### src/design/interrupt_priority_controller_top_assert.svh
// ----------------------------------------------------------------------------
// interrupt priority controller assertion macros
// shared clocking and reset wrapper for the checks in the top level
// ----------------------------------------------------------------------------
`ifndef INTERRUPT_PRIORITY_CONTROLLER_TOP_ASSERT_SVH
`define INTERRUPT_PRIORITY_CONTROLLER_TOP_ASSERT_SVH

// implication checked at every clock edge outside reset
`define IPC_ASSERT_IMPLY(lbl, ante, cons, msg) \
  lbl: assert property (@(posedge clk_i) disable iff (!rst_ni) (ante) |-> (cons)) \
    else $error(msg);

// next-cycle implication checked outside reset
`define IPC_ASSERT_NEXT(lbl, ante, cons, msg) \
  lbl: assert property (@(posedge clk_i) disable iff (!rst_ni) (ante) |=> (cons)) \
    else $error(msg);

`endif

### src/design/ipc_pkg.sv
// ----------------------------------------------------------------------------
// ipc_pkg
// types, constants and source tables of the interrupt priority controller
// ----------------------------------------------------------------------------
package ipc_pkg;

  localparam int NUM_SOURCES = 27;
  localparam int IDX_W       = $clog2(NUM_SOURCES);
  localparam int PRIO_W      = 5;
  localparam int SUB_W       = 3;
  localparam int CODE_W      = 11;
  localparam int CFG_W       = 16;
  localparam int CFG_IDX_W   = 2;
  localparam int KEY_W       = 1 + PRIO_W + SUB_W + IDX_W;

  // input kinds
  localparam logic [1:0] KIND_SET   = 2'd0;
  localparam logic [1:0] KIND_LEVEL = 2'd1;
  localparam logic [1:0] KIND_TAKE  = 2'd2;

  // configuration register indexes
  localparam logic [CFG_IDX_W-1:0] REG_PRIO_A = 2'd0;
  localparam logic [CFG_IDX_W-1:0] REG_PRIO_B = 2'd1;
  localparam logic [CFG_IDX_W-1:0] REG_PRIO_C = 2'd2;

  // where a source's priority comes from
  localparam logic [2:0] PSRC_FIXED = 3'd0;
  localparam logic [2:0] PSRC_EXT   = 3'd1;
  localparam logic [2:0] PSRC_A     = 3'd2;
  localparam logic [2:0] PSRC_B     = 3'd3;
  localparam logic [2:0] PSRC_C     = 3'd4;

  localparam logic [IDX_W-1:0]  IRL_IDX       = 5'd1;
  localparam logic [PRIO_W-1:0] NMI_PRIO      = 5'd16;
  localparam logic [3:0]        EXT_PRIO_RST  = 4'd1;
  localparam logic [CODE_W-1:0] EXT_CODE_BASE = 11'h200;

  localparam logic [2:0] PRIO_FROM [NUM_SOURCES] = '{
    PSRC_FIXED, PSRC_EXT, PSRC_C, PSRC_C, PSRC_C, PSRC_C, PSRC_C, PSRC_C, PSRC_C,
    PSRC_A, PSRC_A, PSRC_A, PSRC_A, PSRC_A, PSRC_A, PSRC_A,
    PSRC_B, PSRC_B, PSRC_B, PSRC_B, PSRC_C, PSRC_C, PSRC_C, PSRC_C,
    PSRC_B, PSRC_B, PSRC_B
  };

  localparam logic [3:0] PRIO_SHIFT [NUM_SOURCES] = '{
    4'd0, 4'd0, 4'd0, 4'd12, 4'd8, 4'd8, 4'd8, 4'd8, 4'd8,
    4'd12, 4'd8, 4'd4, 4'd4, 4'd0, 4'd0, 4'd0,
    4'd4, 4'd4, 4'd4, 4'd4, 4'd4, 4'd4, 4'd4, 4'd4,
    4'd12, 4'd8, 4'd8
  };

  localparam logic [SUB_W-1:0] SUB_PRIO [NUM_SOURCES] = '{
    3'd0, 3'd0, 3'd0, 3'd0, 3'd4, 3'd3, 3'd2, 3'd1, 3'd0,
    3'd0, 3'd0, 3'd4, 3'd0, 3'd2, 3'd1, 3'd0,
    3'd3, 3'd2, 3'd1, 3'd0, 3'd3, 3'd2, 3'd1, 3'd0,
    3'd0, 3'd1, 3'd0
  };

  localparam logic [CODE_W-1:0] CODE_OF [NUM_SOURCES] = '{
    11'h1C0, 11'h200, 11'h600, 11'h620, 11'h640, 11'h660, 11'h680, 11'h6A0, 11'h6C0,
    11'h400, 11'h420, 11'h440, 11'h460, 11'h480, 11'h4A0, 11'h4C0,
    11'h4E0, 11'h500, 11'h520, 11'h540, 11'h700, 11'h720, 11'h740, 11'h760,
    11'h560, 11'h580, 11'h5A0
  };

  typedef logic [NUM_SOURCES-1:0][PRIO_W-1:0] prio_vec_t;
  typedef logic [KEY_W-1:0] key_t;

  // controller to datapath commands
  typedef struct packed {
    logic load;
    logic exec;
    logic fin;
  } ipc_cmd_t;

endpackage

### src/design/ipc_arb.sv
// ----------------------------------------------------------------------------
// ipc_arb
// two-stage compare tree picking the best raised source
// ----------------------------------------------------------------------------
module ipc_arb (
  input  logic                              clk_i,
  input  logic [ipc_pkg::NUM_SOURCES-1:0]   raised_i,
  input  ipc_pkg::prio_vec_t                prio_i,
  output logic                              win_valid_o,
  output logic [ipc_pkg::IDX_W-1:0]         win_idx_o,
  output logic [ipc_pkg::PRIO_W-1:0]        win_prio_o
);
  import ipc_pkg::*;

  localparam int GRP_N = 4;
  localparam int GRP_SZ = (NUM_SOURCES + GRP_N - 1) / GRP_N;

  key_t grp_d [GRP_N];
  key_t grp_q [GRP_N];
  key_t best;

  // key orders by valid, priority, sub-priority, then lower source number
  always_comb begin
    key_t k;
    for (int g = 0; g < GRP_N; g++) begin
      grp_d[g] = '0;
      for (int m = 0; m < GRP_SZ; m++) begin
        if (g * GRP_SZ + m < NUM_SOURCES) begin
          k = {raised_i[g*GRP_SZ+m], prio_i[g*GRP_SZ+m], SUB_PRIO[g*GRP_SZ+m],
               IDX_W'(NUM_SOURCES - 1 - (g * GRP_SZ + m))};
          if (k > grp_d[g]) begin
            grp_d[g] = k;
          end
        end
      end
    end
  end

  always_ff @(posedge clk_i) begin
    grp_q <= grp_d;
  end

  always_comb begin
    best = '0;
    for (int g = 0; g < GRP_N; g++) begin
      if (grp_q[g] > best) begin
        best = grp_q[g];
      end
    end
  end

  assign win_valid_o = best[KEY_W-1];
  assign win_prio_o  = best[IDX_W+SUB_W +: PRIO_W];
  assign win_idx_o   = IDX_W'(NUM_SOURCES - 1) - best[IDX_W-1:0];

endmodule

### src/design/ipc_ctrl.sv
// ----------------------------------------------------------------------------
// ipc_ctrl
// sequencer: load command, execute, let the tree settle, report
// ----------------------------------------------------------------------------
module ipc_ctrl (
  input  logic              clk_i,
  input  logic              rst_ni,
  input  logic              start,
  output logic              busy,
  output ipc_pkg::ipc_cmd_t cmd_o
);
  import ipc_pkg::*;

  typedef enum logic [3:0] {
    S_IDLE   = 4'b0001,
    S_EXEC   = 4'b0010,
    S_SETTLE = 4'b0100,
    S_FINISH = 4'b1000
  } state_e;

  state_e state_q, state_d;

  always_comb begin
    state_d = state_q;
    case (state_q)
      S_IDLE:   if (start) state_d = S_EXEC;
      S_EXEC:   state_d = S_SETTLE;
      S_SETTLE: state_d = S_FINISH;
      S_FINISH: state_d = S_IDLE;
      default:  state_d = S_IDLE;
    endcase
  end

  always_ff @(posedge clk_i or negedge rst_ni) begin
    if (!rst_ni) begin
      state_q <= S_IDLE;
    end else begin
      state_q <= state_d;
    end
  end

  assign busy       = (state_q != S_IDLE);
  assign cmd_o.load = (state_q == S_IDLE) && start;
  assign cmd_o.exec = (state_q == S_EXEC);
  assign cmd_o.fin  = (state_q == S_FINISH);

endmodule

### src/design/ipc_dp.sv
// ----------------------------------------------------------------------------
// ipc_dp
// source flags, external level, priority words and result registers
// ----------------------------------------------------------------------------
module ipc_dp (
  input  logic                              clk_i,
  input  logic                              rst_ni,
  input  ipc_pkg::ipc_cmd_t                 cmd_i,
  input  logic [1:0]                        kind_i,
  input  logic [4:0]                        source_index_i,
  input  logic                              raise_flag_i,
  input  logic [3:0]                        ext_level_i,
  input  logic                              cfg_we_i,
  input  logic [ipc_pkg::CFG_IDX_W-1:0]     cfg_idx_i,
  input  logic [ipc_pkg::CFG_W-1:0]         cfg_data_i,
  output logic [ipc_pkg::PRIO_W-1:0]        highest_priority_o,
  output logic [ipc_pkg::CODE_W-1:0]        event_code_o,
  output logic                              taken_o,
  output logic                              no_source_o,
  output logic                              done_o
);
  import ipc_pkg::*;

  logic [CFG_W-1:0]       prio_a_q, prio_b_q, prio_c_q;
  logic [NUM_SOURCES-1:0] raised_q, raised_d;
  logic [3:0]             ext_prio_q, ext_prio_d;
  logic [CODE_W-1:0]      ext_code_q, ext_code_d;

  logic [1:0]             kind_q;
  logic [4:0]             src_q;
  logic                   flag_q;
  logic [3:0]             level_q;

  logic [PRIO_W-1:0]      hp_q;
  logic [CODE_W-1:0]      code_q, code_d;
  logic                   taken_q, taken_d;
  logic                   none_q, none_d;
  logic                   done_q;

  prio_vec_t              prio;
  logic                   win_valid;
  logic [IDX_W-1:0]       win_idx;
  logic [PRIO_W-1:0]      win_prio;

  // per-source priority
  always_comb begin
    for (int i = 0; i < NUM_SOURCES; i++) begin
      case (PRIO_FROM[i])
        PSRC_FIXED: prio[i] = NMI_PRIO;
        PSRC_EXT:   prio[i] = {1'b0, ext_prio_q};
        PSRC_A:     prio[i] = {1'b0, 4'(prio_a_q >> PRIO_SHIFT[i])};
        PSRC_B:     prio[i] = {1'b0, 4'(prio_b_q >> PRIO_SHIFT[i])};
        default:    prio[i] = {1'b0, 4'(prio_c_q >> PRIO_SHIFT[i])};
      endcase
    end
  end

  ipc_arb u_arb (
    .clk_i       (clk_i),
    .raised_i    (raised_q),
    .prio_i      (prio),
    .win_valid_o (win_valid),
    .win_idx_o   (win_idx),
    .win_prio_o  (win_prio)
  );

  always_comb begin
    raised_d   = raised_q;
    ext_prio_d = ext_prio_q;
    ext_code_d = ext_code_q;
    code_d     = code_q;
    taken_d    = taken_q;
    none_d     = none_q;
    if (cmd_i.exec) begin
      code_d  = '0;
      taken_d = 1'b0;
      none_d  = 1'b0;
      case (kind_q)
        KIND_SET: begin
          if (src_q < IDX_W'(NUM_SOURCES)) begin
            raised_d[src_q] = flag_q;
          end
        end
        KIND_LEVEL: begin
          ext_prio_d        = ~level_q;
          ext_code_d        = EXT_CODE_BASE + {2'b00, level_q, 5'b00000};
          raised_d[IRL_IDX] = (level_q != 4'hF);
        end
        KIND_TAKE: begin
          if (win_valid) begin
            taken_d = 1'b1;
            code_d  = (win_idx == IRL_IDX) ? ext_code_q : CODE_OF[win_idx];
            // a take does not clear the external line; a level or set command changes it
            if (win_idx != IRL_IDX) begin
              raised_d[win_idx] = 1'b0;
            end
          end else begin
            none_d = 1'b1;
          end
        end
        default: begin
        end
      endcase
    end
  end

  always_ff @(posedge clk_i or negedge rst_ni) begin
    if (!rst_ni) begin
      prio_a_q   <= '0;
      prio_b_q   <= '0;
      prio_c_q   <= '0;
      raised_q   <= '0;
      ext_prio_q <= EXT_PRIO_RST;
      ext_code_q <= EXT_CODE_BASE;
      done_q     <= 1'b0;
    end else begin
      if (cfg_we_i) begin
        case (cfg_idx_i)
          REG_PRIO_A: prio_a_q <= cfg_data_i;
          REG_PRIO_B: prio_b_q <= cfg_data_i;
          REG_PRIO_C: prio_c_q <= cfg_data_i;
          default: begin
          end
        endcase
      end
      raised_q   <= raised_d;
      ext_prio_q <= ext_prio_d;
      ext_code_q <= ext_code_d;
      done_q     <= cmd_i.fin;
    end
  end

  // command and result payload
  always_ff @(posedge clk_i) begin
    if (cmd_i.load) begin
      kind_q  <= kind_i;
      src_q   <= source_index_i;
      flag_q  <= raise_flag_i;
      level_q <= ext_level_i;
    end
    code_q  <= code_d;
    taken_q <= taken_d;
    none_q  <= none_d;
    if (cmd_i.fin) begin
      hp_q <= win_valid ? win_prio : '0;
    end
  end

  assign highest_priority_o = hp_q;
  assign event_code_o       = code_q;
  assign taken_o            = taken_q;
  assign no_source_o        = none_q;
  assign done_o             = done_q;

endmodule

### src/design/interrupt_priority_controller_top.sv
// ----------------------------------------------------------------------------
// interrupt_priority_controller_top
// 27-source interrupt priority controller with raise, level and take commands
// ----------------------------------------------------------------------------
// usage:
//   a command is transferred when start is high and busy is low; it carries
//   kind_i, source_index_i, raise_flag_i and ext_level_i
//   busy stays high after the transfer while the command is applied (S_EXEC)
//   and the registered compare tree settles on the new flags (S_SETTLE,
//   S_FINISH); a take uses the tree's answer in the apply state
//   done_o then pulses for one cycle with highest_priority_o, event_code_o,
//   taken_o and no_source_o valid; busy is already low in that cycle, so a
//   new command may be transferred alongside it
//   no new command is taken while busy is high; the two-stage compare tree
//   over the 27 sources is what keeps the sequencer busy
//   the receiver cannot stall; results hold until the next command updates them
//   priority words are written through cfg_we_i, cfg_idx_i and cfg_data_i
//   by the user only while idle (not enforced by the block), taking effect at once
//   reset clears all flags and priority words, external priority 1, code 0x200
// ----------------------------------------------------------------------------
module interrupt_priority_controller_top (
  input  logic                          clk_i,
  input  logic                          rst_ni,
  input  logic                          start,
  output logic                          busy,
  input  logic [1:0]                    kind_i,
  input  logic [4:0]                    source_index_i,
  input  logic                          raise_flag_i,
  input  logic [3:0]                    ext_level_i,
  output logic                          done_o,
  output logic [ipc_pkg::PRIO_W-1:0]    highest_priority_o,
  output logic [ipc_pkg::CODE_W-1:0]    event_code_o,
  output logic                          taken_o,
  output logic                          no_source_o,
  input  logic                          cfg_we_i,
  input  logic [ipc_pkg::CFG_IDX_W-1:0] cfg_idx_i,
  input  logic [ipc_pkg::CFG_W-1:0]     cfg_data_i
);
  import ipc_pkg::*;

  ipc_cmd_t cmd;

  ipc_ctrl u_ctrl (
    .clk_i  (clk_i),
    .rst_ni (rst_ni),
    .start  (start),
    .busy   (busy),
    .cmd_o  (cmd)
  );

  ipc_dp u_dp (
    .clk_i              (clk_i),
    .rst_ni             (rst_ni),
    .cmd_i              (cmd),
    .kind_i             (kind_i),
    .source_index_i     (source_index_i),
    .raise_flag_i       (raise_flag_i),
    .ext_level_i        (ext_level_i),
    .cfg_we_i           (cfg_we_i),
    .cfg_idx_i          (cfg_idx_i),
    .cfg_data_i         (cfg_data_i),
    .highest_priority_o (highest_priority_o),
    .event_code_o       (event_code_o),
    .taken_o            (taken_o),
    .no_source_o        (no_source_o),
    .done_o             (done_o)
  );

`include "interrupt_priority_controller_top_assert.svh"

  `IPC_ASSERT_NEXT(a_start_busy, start && !busy, busy && !done_o, "transfer did not raise busy")
  `IPC_ASSERT_IMPLY(a_done_idle, done_o, !busy, "result shown while busy")
  `IPC_ASSERT_IMPLY(a_take_excl, done_o, !(taken_o && no_source_o), "taken and no source both set")
  `IPC_ASSERT_IMPLY(a_code_zero, done_o && !taken_o, event_code_o == '0, "code without a take")

endmodule

### config.mk
export PLATFORM = sky130hd
export DESIGN_NAME = interrupt_priority_controller_top
export DESIGN_NICKNAME = d
export VERILOG_FILES = /design/src/design/ipc_pkg.sv /design/src/design/ipc_arb.sv /design/src/design/ipc_ctrl.sv /design/src/design/ipc_dp.sv /design/src/design/interrupt_priority_controller_top.sv
export VERILOG_INCLUDE_DIRS = /design/src /design/src/design
export SDC_FILE = /design/constraint.sdc
export NUM_CORES = 1
export LEC_CHECK = 0
export BUFFER_PORTS_ARGS = -buffer_cell sky130_fd_sc_hd__buf_2
export CORE_ASPECT_RATIO = 0.6
export CORE_MARGIN = 2
export CORE_UTILIZATION = 64
export CTS_BUF_LIST = sky130_fd_sc_hd__clkbuf_2
export DETAILED_ROUTE_END_ITERATION = 6
export PLACE_DENSITY = 0.82
export SETUP_SLACK_MARGIN = 0.3
export SLEW_MARGIN = 0
export SYNTH_ARGS = -nofsm -noshare
export SYNTH_HDL_FRONTEND = slang
export SYNTH_SLANG_ARGS = --single-unit
### constraint.sdc
create_clock -name clk_i -period 9.7 [get_ports clk_i]
set_input_delay 0.97 -clock clk_i [delete_from_list [all_inputs] [get_ports clk_i]]
set_output_delay 0.97 -clock clk_i [all_outputs]
set_load 0.005 [all_outputs]
==> key figures <==
GRT
  – Pin count of the biggest net entering global routing: 80
  – Antenna violations before repair: 0
  – Grt ovf: 0
  – Vias in the first global route: around 8700
  – Total Routing Usage GR: 0.329
  – First-pass GRT wire length: 46.9 mm

STA
  – Worst slew pin tran: 1.30 ns
  – Worst rel slew slack: 0.133
  – Clock Skew: 0.0321 ns
  – Fin Setup TNS: 0 ns
  – Post-route minimum period: 8.76 ns
  – RSZ-0062 raised after global routing: false
  – Fmax: 114 MHz
  – Final setup fails: 0
  – Final period util: 0.903
  – Final Hold Viols: 0
  – Final Slew Violations: 0

Synth
  – Seq/Total Area, Yosys: 0.344
  – Main combinational cell family by area after synthesis: compound AO/OA/AOI/OAI gates
  – EDFF count, synth: 25
  – Post-Syn Area per Cell: around 9.3 sq um
  – Post-Synth XOR/XNOR Area: 0.00319
  – Fraction of the mapped netlist area in simple logic gates: 0.149
  – Synthesized flop and latch total: approximately 160
  – Synth cell types: 88
  – Synthesized cell area: ~11000 sq um
  – Ys Warns: 0
  – Mux contribution to synthesized area: 0.111
  – Compound-cell area share of the yosys netlist: 0.197
  – Asr flop ratio synth: 0.542
  – Synth Area in Adders: 0.146
  – Post-synth top flop: dfrtp_1
  – Mapped Cells: ~1200

Route
  – Drt total wl: about 30 mm
  – Drt drc: 4
  – Antenna-violating nets left: 0
  – Via density: 6.53
  – Via count: 9576
  – DRT iter0 DRCs: roughly 1200
  – Drt wl/cell: 20.5 microns
  – Drt first pass iters: 7

Clocking
  – CTS tree: yes
  – Clk_lat worst skew: 0.74 ns
  – Clock Sink Count: 155
  – Clock Tree Buf Depth: 2
  – Root Buffer: clkbuf_2
  – Postcts setup bufs: 0
  – CTS buffer count: 17
  – Max H-tree Level: 4
  – CTS clk-pin slew, worst paths: 0.26 ns

Floorplan
  – Die Span Y: between 100 and 150 microns
  – Full die area: ~18000 sq um
  – Ports: 54
  – # rows: 37
  – CORE AREA: 16900 sq um
  – Starting Density: 0.647
  – Die width: between 150 and 200 microns

Worst setup path
  – Setup crit start kind: flip-flop
  – FF-to-FF path depth: 35
  – Crit path max-delay family: compound AO/OA/AOI/OAI gates
  – WP data arrival: 9.34 ns
  – Crit Path Class: flip-flop to flip-flop
  – CP Capture Type: flip-flop
  – R2r startpoint: u_dp.u_arb.grp_q[52]
  – Critical path buffers and inverters: 3
  – Critical R2R Capture: u_dp.event_code_o[5]
  – Worst path slowest cell: dfxtp_1
  – CP peak stage delay: 0.44 ns
  – Maximum fanout along the worst path: 25
  – Reg2reg setup slack: 0.94 ns
  – CP required: 10.28 ns

Status
  – Outcome: finished, violations left
  – Violated checks: design-rule violations

Layout
  – Most common cell after layout, fill and taps aside: ha_1
  – Fin nets: 1381
  – Most frequent cells in the layout: ha_1 (128), nand2_1 (104), inv_1 (83)
  – Ant diodes: 0
  – P&R area growth vs syn: 6.50%
  – Share of cells above drive strength 1: 0.157

Min path
  – Hold Crit Depth: 1
  – Min-Delay Startpoint: kind_i[1]
  – Hold crit path type: input port to flip-flop
  – Worst min-delay path endpoint: u_dp.kind_q[1]

Placement
  – DP HPWL: approximately 23 mm
  – IO Port Bufs: 48
  – GP Congestion: 1.05

Job
  – MaxCap Viol Count: 0
[through the flow]
stage               utilization  setup slack [ns]  hold WS, ns  instances  instance area [sq um]
floorplan                     -              1.01        0.437       1180                  11000
global placement          0.675             0.569        0.456       1433                  11400
detailed placement        0.675             0.414        0.461       1433                  11400
CTS                       0.687             0.312        0.327       1466                  11600
global route              0.689             0.365        0.315       1466                  11700
finish                    0.689             0.938        0.380       1466                  11700
[layer usage]
metal	vias to the layer above	wire length, microns	global-route usage
li1	4410	-	-
met1	4526	13500	0.504
met2	578	11500	0.421
met3	60	4240	0.119
met4	2	756	0.0975
met5	-	76	0.0333
[registers in the layout, summed over array words and instances (netlist names), 5 cells and up]
name / cells
u_dp.highest_priority_o: 5
u_dp.raised_q: 27
u_dp.prio_a_q: 16
u_dp.prio_b_q: 12
u_dp.src_q: 5
u_dp.prio_c_q: 16
u_dp.u_arb.grp_q: 46
u_dp.event_code_o: 6
[kinds of logic after synthesis]
logic type	Yosys count
other	1
buffers and inverters	128
multiplexers	114
AO/OA/AOI/OAI	320
flip-flops	155
adder cells (fa/ha/maj)	128
XOR/XNOR	4
AND/OR/NAND/NOR	326
[final cells by class]
class	count	area, sq um
multi-input cells	897	6730
fillers	1351	5260
flip-flops and latches	155	3780
repair buffers	64	365
inverters	84	315
well taps	234	293
clock inverters	14	110
clock buffers	18	90.1
[cells in the mapped netlist, types with 10 or more instances]
cell | count | area [sq um]
a31oi_1 | 10 | 62.6
a22o_1 | 12 | 105
nand2b_1 | 15 | 93.8
dfrtp_1 | 82 | 2050
inv_1 | 83 | 312
nand3_1 | 24 | 120
nand2_1 | 104 | 390
nor3_1 | 22 | 110
mux2_2 | 59 | 664
a32oi_1 | 16 | 140
nor2_1 | 75 | 282
mux2i_1 | 54 | 541
dfxtp_1 | 46 | 921
a21o_1 | 34 | 255
a21oi_1 | 77 | 385
or3_1 | 10 | 62.6
o21ai_0 | 75 | 375
edfxtp_1 | 25 | 751
clkbuf_1 | 24 | 90.1
ha_1 | 128 | 1600
[worst max-delay path by stage]
stage                                end  cells after the start                 start
global route        u_dp.u_arb.grp_q[33]                     36     u_dp.prio_c_q[10]
CTS                 u_dp.event_code_o[5]                     34  u_dp.u_arb.grp_q[52]
floorplan           u_dp.u_arb.grp_q[50]                     35      u_dp.raised_q[1]
finish              u_dp.event_code_o[5]                     35  u_dp.u_arb.grp_q[52]
detailed placement  u_dp.event_code_o[5]                     34  u_dp.u_arb.grp_q[52]
global placement    u_dp.event_code_o[5]                     34  u_dp.u_arb.grp_q[52]
[timing repair]
| action | CTS | global route |
|---|---|---|
| setup endpoints to repair | 0 | 48 |
| endpoints found under the hold margin | 4 | 0 |
| gates resized for setup | 0 | 10 |
| hold buffers | 1 | 0 |
Power is left out: the tool's default activity adds up to more than one toggle a clock period on the data nets, which glitch-free logic cannot reach.
